<file path="src/hw/rtl/hfd_pkg.sv">
// shared types and constants for the http/2 frame delineator
// no dependencies
`default_nettype none

package hfd_pkg;

   localparam int HdrBytes   = 9;
   localparam int HdrCountW  = 4;
   localparam int LenW       = 24;
   localparam int ByteW      = 8;
   localparam int StreamW    = 31;

   localparam logic [HdrCountW-1:0] HDR_LAST = HdrCountW'(HdrBytes);

   localparam logic [ByteW-1:0] RESERVED_CLEAR = 8'h7F;
   localparam logic [ByteW-1:0] BLOCK_END_MASK = 8'h04;

   localparam logic [ByteW-1:0] TYPE_HEADERS      = 8'h01;
   localparam logic [ByteW-1:0] TYPE_PUSH_PROMISE = 8'h05;
   localparam logic [ByteW-1:0] TYPE_CONTINUATION = 8'h09;

   // header byte positions
   localparam logic [HdrCountW-1:0] POS_LEN_HI  = 4'd0;
   localparam logic [HdrCountW-1:0] POS_LEN_MID = 4'd1;
   localparam logic [HdrCountW-1:0] POS_LEN_LO  = 4'd2;
   localparam logic [HdrCountW-1:0] POS_TYPE    = 4'd3;
   localparam logic [HdrCountW-1:0] POS_FLAGS   = 4'd4;
   localparam logic [HdrCountW-1:0] POS_SID_HI  = 4'd5;

   typedef enum logic {
      OP_BYTE  = 1'b0,
      OP_CLEAR = 1'b1
   } op_type;

   // one registered input beat
   typedef struct packed {
      logic             valid;
      op_type           op;
      logic [ByteW-1:0] data;
   } beat_type;

   // frame descriptor handed to the result register
   typedef struct packed {
      logic [LenW-1:0]    frame_length;
      logic [ByteW-1:0]   frame_type;
      logic [ByteW-1:0]   frame_flags;
      logic [StreamW-1:0] stream_id;
      logic               hdr_block_end;
   } desc_type;

endpackage

`default_nettype wire

</file>
<file path="src/hw/rtl/hfd_input_stage.sv">
// input register for request beats
// depends on hfd_pkg
`default_nettype none

module hfd_input_stage import hfd_pkg::*; (
   input  wire logic             clock,
   input  wire logic             reset,
   input  wire logic             req_valid,
   output logic                  req_ready,
   input  wire logic             req_op,
   input  wire logic [ByteW-1:0] req_data_byte,
   input  wire logic             advance,
   output beat_type              beat
);

   logic             valid_ff, valid_in;
   op_type           op_ff;
   logic [ByteW-1:0] data_ff;

   // slot is free when empty or being drained this cycle
   assign req_ready = !valid_ff || advance;

   always_comb begin
      valid_in = valid_ff;
      if (req_ready) begin
         valid_in = req_valid;
      end
   end

   always_ff @(posedge clock) begin
      if (reset) begin
         valid_ff <= 1'b0;
      end else begin
         valid_ff <= valid_in;
      end
      if (req_ready && req_valid) begin
         op_ff   <= op_type'(req_op);
         data_ff <= req_data_byte;
      end
   end

   assign beat.valid = valid_ff;
   assign beat.op    = op_ff;
   assign beat.data  = data_ff;

endmodule

`default_nettype wire

</file>
<file path="src/hw/rtl/hfd_frame_tracker.sv">
// frame header gathering and payload countdown
// depends on hfd_pkg
`default_nettype none

module hfd_frame_tracker import hfd_pkg::*; (
   input  wire logic     clock,
   input  wire logic     reset,
   input  wire beat_type beat,
   input  wire logic     fire,
   output logic          emit,
   output desc_type      desc
);

   logic [HdrCountW-1:0] count_ff, count_in;
   logic [LenW-1:0]      len_ff, len_in;
   logic [ByteW-1:0]     type_ff, type_in;
   logic [ByteW-1:0]     flags_ff, flags_in;
   logic [StreamW-1:0]   sid_ff, sid_in;
   logic [LenW-1:0]      left_ff, left_in;
   logic                 finish;

   always_comb begin
      count_in = count_ff;
      len_in   = len_ff;
      type_in  = type_ff;
      flags_in = flags_ff;
      sid_in   = sid_ff;
      left_in  = left_ff;
      finish   = 1'b0;
      if (fire) begin
         if (beat.op == OP_CLEAR) begin
            count_in = '0;
            len_in   = '0;
            type_in  = '0;
            flags_in = '0;
            sid_in   = '0;
            left_in  = '0;
         end else if (count_ff < HDR_LAST) begin
            unique case (count_ff)
               POS_LEN_HI:              len_in   = {{(LenW-ByteW){1'b0}}, beat.data};
               POS_LEN_MID, POS_LEN_LO: len_in   = {len_ff[LenW-ByteW-1:0], beat.data};
               POS_TYPE:                type_in  = beat.data;
               POS_FLAGS:               flags_in = beat.data;
               POS_SID_HI: begin
                  sid_in = {{(StreamW-7){1'b0}}, beat.data[6:0] & RESERVED_CLEAR[6:0]};
               end
               default:                 sid_in   = {sid_ff[StreamW-ByteW-1:0], beat.data};
            endcase
            count_in = count_ff + 1'b1;
            if (count_in == HDR_LAST) begin
               left_in = len_in;
               finish  = (len_in == '0);
            end
         end else begin
            // payload phase
            if (left_ff != '0) begin
               left_in = left_ff - 1'b1;
            end
            finish = (left_in == '0);
         end
         if (finish) begin
            count_in = '0;
            left_in  = '0;
         end
      end
   end

   assign emit = finish && (type_in == TYPE_HEADERS || type_in == TYPE_PUSH_PROMISE ||
                            type_in == TYPE_CONTINUATION);

   assign desc.frame_length  = len_in;
   assign desc.frame_type    = type_in;
   assign desc.frame_flags   = flags_in;
   assign desc.stream_id     = sid_in;
   assign desc.hdr_block_end = |(flags_in & BLOCK_END_MASK);

   always_ff @(posedge clock) begin
      if (reset) begin
         count_ff <= '0;
         len_ff   <= '0;
         type_ff  <= '0;
         flags_ff <= '0;
         sid_ff   <= '0;
         left_ff  <= '0;
      end else begin
         count_ff <= count_in;
         len_ff   <= len_in;
         type_ff  <= type_in;
         flags_ff <= flags_in;
         sid_ff   <= sid_in;
         left_ff  <= left_in;
      end
   end

   a_count_bound: assert property (@(posedge clock) disable iff (reset)
      count_ff <= HDR_LAST)
      else $error("header count beyond nine");

   a_payload_nonzero: assert property (@(posedge clock) disable iff (reset)
      count_ff == HDR_LAST |-> left_ff != '0)
      else $error("payload phase with nothing left");

   a_emit_on_fire: assert property (@(posedge clock) disable iff (reset)
      emit |-> fire && beat.op == OP_BYTE)
      else $error("descriptor without a stream byte");

   a_clear_result: assert property (@(posedge clock) disable iff (reset)
      fire && beat.op == OP_CLEAR |=> count_ff == '0 && left_ff == '0)
      else $error("clear left partial frame");

endmodule

`default_nettype wire

</file>
<file path="src/hw/rtl/hfd_result_stage.sv">
// result register holding one frame descriptor
// depends on hfd_pkg
`default_nettype none

module hfd_result_stage import hfd_pkg::*; (
   input  wire logic     clock,
   input  wire logic     reset,
   input  wire logic     load,
   input  wire desc_type desc,
   output logic          advance,
   output logic          rsp_valid,
   input  wire logic     rsp_ready,
   output desc_type      rsp_desc
);

   logic     valid_ff, valid_in;
   desc_type desc_ff;

   assign advance = !valid_ff || rsp_ready;

   always_comb begin
      valid_in = valid_ff;
      if (advance) begin
         valid_in = load;
      end
   end

   always_ff @(posedge clock) begin
      if (reset) begin
         valid_ff <= 1'b0;
      end else begin
         valid_ff <= valid_in;
      end
      if (advance && load) begin
         desc_ff <= desc;
      end
   end

   assign rsp_valid = valid_ff;
   assign rsp_desc  = desc_ff;

endmodule

`default_nettype wire

</file>
<file path="src/hw/rtl/http2_frame_delineator_unit.sv">
// a frame's last byte is held in the input register, and its descriptor then loads into the result register
// throughput: one byte per clock, stalls only when the result register is full and held
// the frame state update is one short pass between input and result registers
// reset clears the frame state, both valid flags and the partial header at once
// depends on hfd_pkg, hfd_input_stage, hfd_frame_tracker, hfd_result_stage
`default_nettype none

module http2_frame_delineator_unit import hfd_pkg::*; (
   input  wire logic               clock,
   input  wire logic               reset,
   // request beats: one stream byte or a clear
   input  wire logic               req_valid,
   output logic                    req_ready,
   input  wire logic               req_op,
   input  wire logic [ByteW-1:0]   req_data_byte,
   // frame descriptors
   output logic                    rsp_valid,
   input  wire logic               rsp_ready,
   output logic [LenW-1:0]         rsp_frame_length,
   output logic [ByteW-1:0]        rsp_frame_type,
   output logic [ByteW-1:0]        rsp_frame_flags,
   output logic [StreamW-1:0]      rsp_stream_id,
   output logic                    rsp_hdr_block_end
);

   beat_type beat;
   desc_type desc;
   desc_type rsp_desc;
   logic     advance;
   logic     fire;
   logic     emit;

   // input register, freed whenever the pipeline moves
   hfd_input_stage u_input (
      .clock         (clock),
      .reset         (reset),
      .req_valid     (req_valid),
      .req_ready     (req_ready),
      .req_op        (req_op),
      .req_data_byte (req_data_byte),
      .advance       (advance),
      .beat          (beat)
   );

   // a held beat is consumed only when the result register can take its outcome
   assign fire = beat.valid && advance;

   // header collection, payload countdown and descriptor selection
   hfd_frame_tracker u_tracker (
      .clock (clock),
      .reset (reset),
      .beat  (beat),
      .fire  (fire),
      .emit  (emit),
      .desc  (desc)
   );

   // output register decouples downstream stalls from the byte stream
   hfd_result_stage u_result (
      .clock     (clock),
      .reset     (reset),
      .load      (emit),
      .desc      (desc),
      .advance   (advance),
      .rsp_valid (rsp_valid),
      .rsp_ready (rsp_ready),
      .rsp_desc  (rsp_desc)
   );

   assign rsp_frame_length  = rsp_desc.frame_length;
   assign rsp_frame_type    = rsp_desc.frame_type;
   assign rsp_frame_flags   = rsp_desc.frame_flags;
   assign rsp_stream_id     = rsp_desc.stream_id;
   assign rsp_hdr_block_end = rsp_desc.hdr_block_end;

endmodule

`default_nettype wire

</file>
<file path="config.mk">
export PLATFORM = sky130hd
export DESIGN_NAME = http2_frame_delineator_unit
export DESIGN_NICKNAME = d
export VERILOG_FILES = /design/src/hw/rtl/hfd_pkg.sv /design/src/hw/rtl/hfd_input_stage.sv /design/src/hw/rtl/hfd_frame_tracker.sv /design/src/hw/rtl/hfd_result_stage.sv /design/src/hw/rtl/http2_frame_delineator_unit.sv
export SDC_FILE = /design/constraint.sdc
export NUM_CORES = 1
export LEC_CHECK = 0
export BUFFER_PORTS_ARGS = -buffer_cell sky130_fd_sc_hd__buf_2
export CAP_MARGIN = 40
export CORE_MARGIN = 3
export CORE_UTILIZATION = 61
export CTS_BUF_LIST = sky130_fd_sc_hd__clkbuf_2
export CTS_CLUSTER_DIAMETER = 40
export DETAILED_ROUTE_END_ITERATION = 12
export GPL_TIMING_DRIVEN = 0
export PLACE_DENSITY = 0.81
export SLEW_MARGIN = 20
export SYNTH_ARGS = -nofsm -noshare
export SYNTH_HDL_FRONTEND = slang
export SYNTH_SLANG_ARGS = --single-unit
</file>
<file path="constraint.sdc">
create_clock -name clock -period 4.71 [get_ports clock]
set_clock_uncertainty 0.05 [all_clocks]
set_input_delay 0.7065 -clock clock [delete_from_list [all_inputs] [get_ports clock]]
set_output_delay 0.7065 -clock clock [all_outputs]
set_load 0.01 [all_outputs]
</file>
==> flow_metrics.py <==
metrics = {
    "power": {
        "leakagePower_uw": 0.003339,
        "finalPower_uw": 3008,
        "cellPowerDensity_nw_per_um2": 332.1,
        "peakVddDrop_uv": 275.7,
    },
    "timing": {
        "setup_ws_ns": 0.7947,
        "drv_slew": 0,
        "worst-slew-pin-transition_ns": 0.8451,
        "slew_headroom": 0.4287,
        "setup_viol": 0,
        "hold_ws_ns": 0.09109,
        "tns_ns": 0,
        "rsz0062_at_grt": "false",
        "fin_crit_sh": 0.8313,
        "fmax_mhz": 255.4,
        "period_needed_ns": 3.915,
        "timing.final.hold_violations": 0,
    },
    "logic_synthesis": {
        "synthCells": 750,
        "synth_top_area_frac": 0.3017,
        "syn-num-nets": 770,
        "ys_seq_elements": 181,
        "async_reset_ff_frac": 0,
        "syn-mean-instance-area_um2": 10.62,
        "yosys-top-cells-area": "edfxtp_1 (30%), dfxtp_1 (25%), nor2b_1 (4.5%)",
        "synthesis.area_um2": 7961,
        "synthFlopType": "dfxtp_1",
        "yosysWarnings": 0,
        "synth_edf_count": 80,
        "yosysTopAreaCell": "edfxtp_1",
        "synthDistinctLibCells": 70,
        "seq_area_frac_synth": 0.5557,
    },
    "grt": {
        "grt_pass1_wl_um": 32550,
        "grt_pass1_vias": 6114,
        "overflow": 0,
        "antenna_found_initial": 1,
        "grt_max_degree": 31,
        "grt_use_total": 0.2909,
    },
    "clock_tree": {
        "cts_resized": 0,
        "tritoncts": "built",
        "cts_buffer_depth": 2,
        "clk_latency_ns": 0.77,
        "ctsHoldBuffers": 8,
        "path_clk_slew_ns": 0.26,
        "cts_buffers": 17,
        "root_buffer": "clkbuf_2",
        "clock_sinks": 181,
        "cts_setup_buffers": 0,
        "htree_levels": 4,
    },
    "final_layout": {
        "fin_cells": 1054,
        "multi_input_area_um2": 3252,
        "seq_area_um2": 4424,
        "drive_above_1_share": 0.1875,
        "nNetsFinal": 887,
        "area.growth.synth_to_final_pct": 13.75,
        "nFillCells": 937,
    },
    "placement": {
        "place_inst": 1011,
        "portBuffers": 85,
        "dp_slack_ns": 0.7194,
        "dp_hpwl_um": 15180,
        "gp_congestion": 0.9725,
    },
    "job": {
        "cap_violations": 0,
    },
    "floorplan": {
        "dieArea_um2": 14460,
        "die_h_um": 120.2,
        "pin_count": 87,
        "start_util": 0.6283,
        "core-area_um2": 12670,
        "std_cell_rows": 41,
        "die_width_um": 120.2,
    },
    "worst_setup_path": {
        "cp.required_ns": 5.14,
        "timing.reg2reg.setup_slack_ns": 0.79,
        "reg2reg_depth": 12,
        "critPathKind": "reg2reg",
        "path_max_fanout": 30,
        "arrival_ns": 4.35,
        "cp-start-kind": "flop",
        "path_cells": "inv_1 > ha_1 > nor3b_1 > and4_1 > buf_2 > nand3_1 > mux2_2 > nor4_4 > o211ai_2 > nor3_2 > o2111a_2 > buf_12",
        "path_delay_family": "simple AND/OR/NAND/NOR gates",
        "critical-path-max-stage-delay_ns": 0.69,
        "rr_startpoint": "u_tracker.left_ff[0]",
        "path_buf_inv": 3,
        "crit_slowest_cell": "o2111a_2",
        "cp-end-kind": "flop",
        "r2r_end": "u_result.rsp_desc[12]",
    },
    "hold_path": {
        "hold_depth": 1,
        "hp-class": "in2reg",
        "min_to": "u_input.data_ff[5]",
        "min_from": "req_data_byte[5]",
    },
    "route": {
        "first_iter_violations": 877,
        "drc": 0,
        "drtPass1Iterations": 9,
        "detail_route.wirelength_um": 20700,
        "dr_total_vias": 6530,
        "routed_via_density": 6.195,
        "drt.antenna.violating_nets": 0,
        "routedWlPerCell_um": 19.64,
    },
    "run_status": {
        "status": "complete, no violations",
    },
}
==> routing by layer <==
metal  up-vias  global-route usage  share of wire
met2       396              0.4384           0.45
met5         -                   0              0
met4         0              0.1041          0.022
li1       3017                   -              -
met1      3076              0.4205           0.43
met3        41             0.06127          0.096
==> through the flow <==
| stage | cell area (um2) | utilization |
|---|---|---|
| floorplan | 7961 | - |
| global placement | 8602 | 0.6789 |
| detailed placement | 8663 | 0.6837 |
| CTS | 9046 | 0.7139 |
| global route | 9056 | 0.7147 |
| finish | 9056 | 0.7147 |
==> synth_stat cells (3+ instances only) <==
library cell / n
a211oi_1: 3
a21oi_1: 36
a221oi_1: 15
a22o_1: 39
a22oi_1: 3
and2_1: 3
buf_1: 4
buf_2: 6
buf_6: 5
clkbuf_1: 35
dfxtp_1: 101
edfxtp_1: 80
ha_1: 7
inv_1: 9
mux2i_1: 18
nand2_1: 44
nand2b_1: 6
nand3_1: 20
nand4_1: 9
nor2_1: 83
nor2b_1: 57
nor3_1: 44
nor4_1: 11
nor4_2: 4
o211ai_1: 5
o21ai_0: 13
o21ai_2: 4
o22a_1: 14
o31ai_1: 4
or4_4: 5
xnor2_1: 8
==> kinds of logic after synthesis <==
logic type / after synthesis / share of synthesized area
fa+ha+maj: 7 / 0.01100
simple gates: 310 / 0.2115
buf+inv: 62 / 0.03646
mux: 19 / 0.02404
flops: 181 / 0.5557
xor+xnor: 9 / 0.009902
compound gates: 162 / 0.1513
==> flip-flops by register name, indices dropped and copies added, names as in the netlist <==
name                flops
u_input.valid_ff        1
u_result.rsp_desc      71
u_tracker.type_ff       8
u_tracker.len_ff       24
u_tracker.sid_ff       31
u_tracker.left_ff      24
u_input.op_ff           1
u_result.rsp_valid      1
u_tracker.count_ff      4
u_tracker.flags_ff      8
u_input.data_ff         8
==> how the worst max path moves through the flow <==
stage                     slack, ns               endpoint  depth (start not counted)                 start
after global placement         0.24  u_result.rsp_desc[66]                          9             rsp_ready
after global routing           0.52  u_result.rsp_desc[33]                         12  u_tracker.left_ff[0]
after floorplan                1.08  u_result.rsp_desc[10]                          8             rsp_ready
after detailed placement       0.72  u_result.rsp_desc[35]                         10             rsp_ready
after CTS                      0.87  u_result.rsp_desc[11]                         12  u_tracker.left_ff[0]
final                          0.79  u_result.rsp_desc[12]                         12  u_tracker.left_ff[0]
==> where the power goes <==
group          internal (uW)  total (uW)  switching [uW]
logic                    149         392             243
clock network            325         913             588
registers               1660        1700            40.6
==> placed cells by master, fill, tap and decap left out, types with 11 or more instances in the layout <==
master	count
dfxtp_1	101
buf_2	92
nor2_1	83
edfxtp_1	80
nor2b_1	57
nand2_1	44
nor3_1	44
a22o_1	39
a21oi_1	36
clkbuf_1	35
nand3_1	20
mux2i_1	18
clkbuf_2	18
a221oi_1	15
o22a_1	14
o21ai_0	13
nor4_1	11
==> cell type report <==
cell class | instances | share of cell area
Sequential cell | 181 | 0.4885
Multi-Input combinational cell | 507 | 0.3591
Timing Repair Buffer | 98 | 0.06259
Buffer | 53 | 0.02832
Clock inverter | 15 | 0.02404
Tap cell | 172 | 0.02376
Clock buffer | 17 | 0.009395
Inverter | 9 | 0.003730
Antenna cell | 2 | 0.0005526
Note: power is estimated with default switching activity, not from simulation.
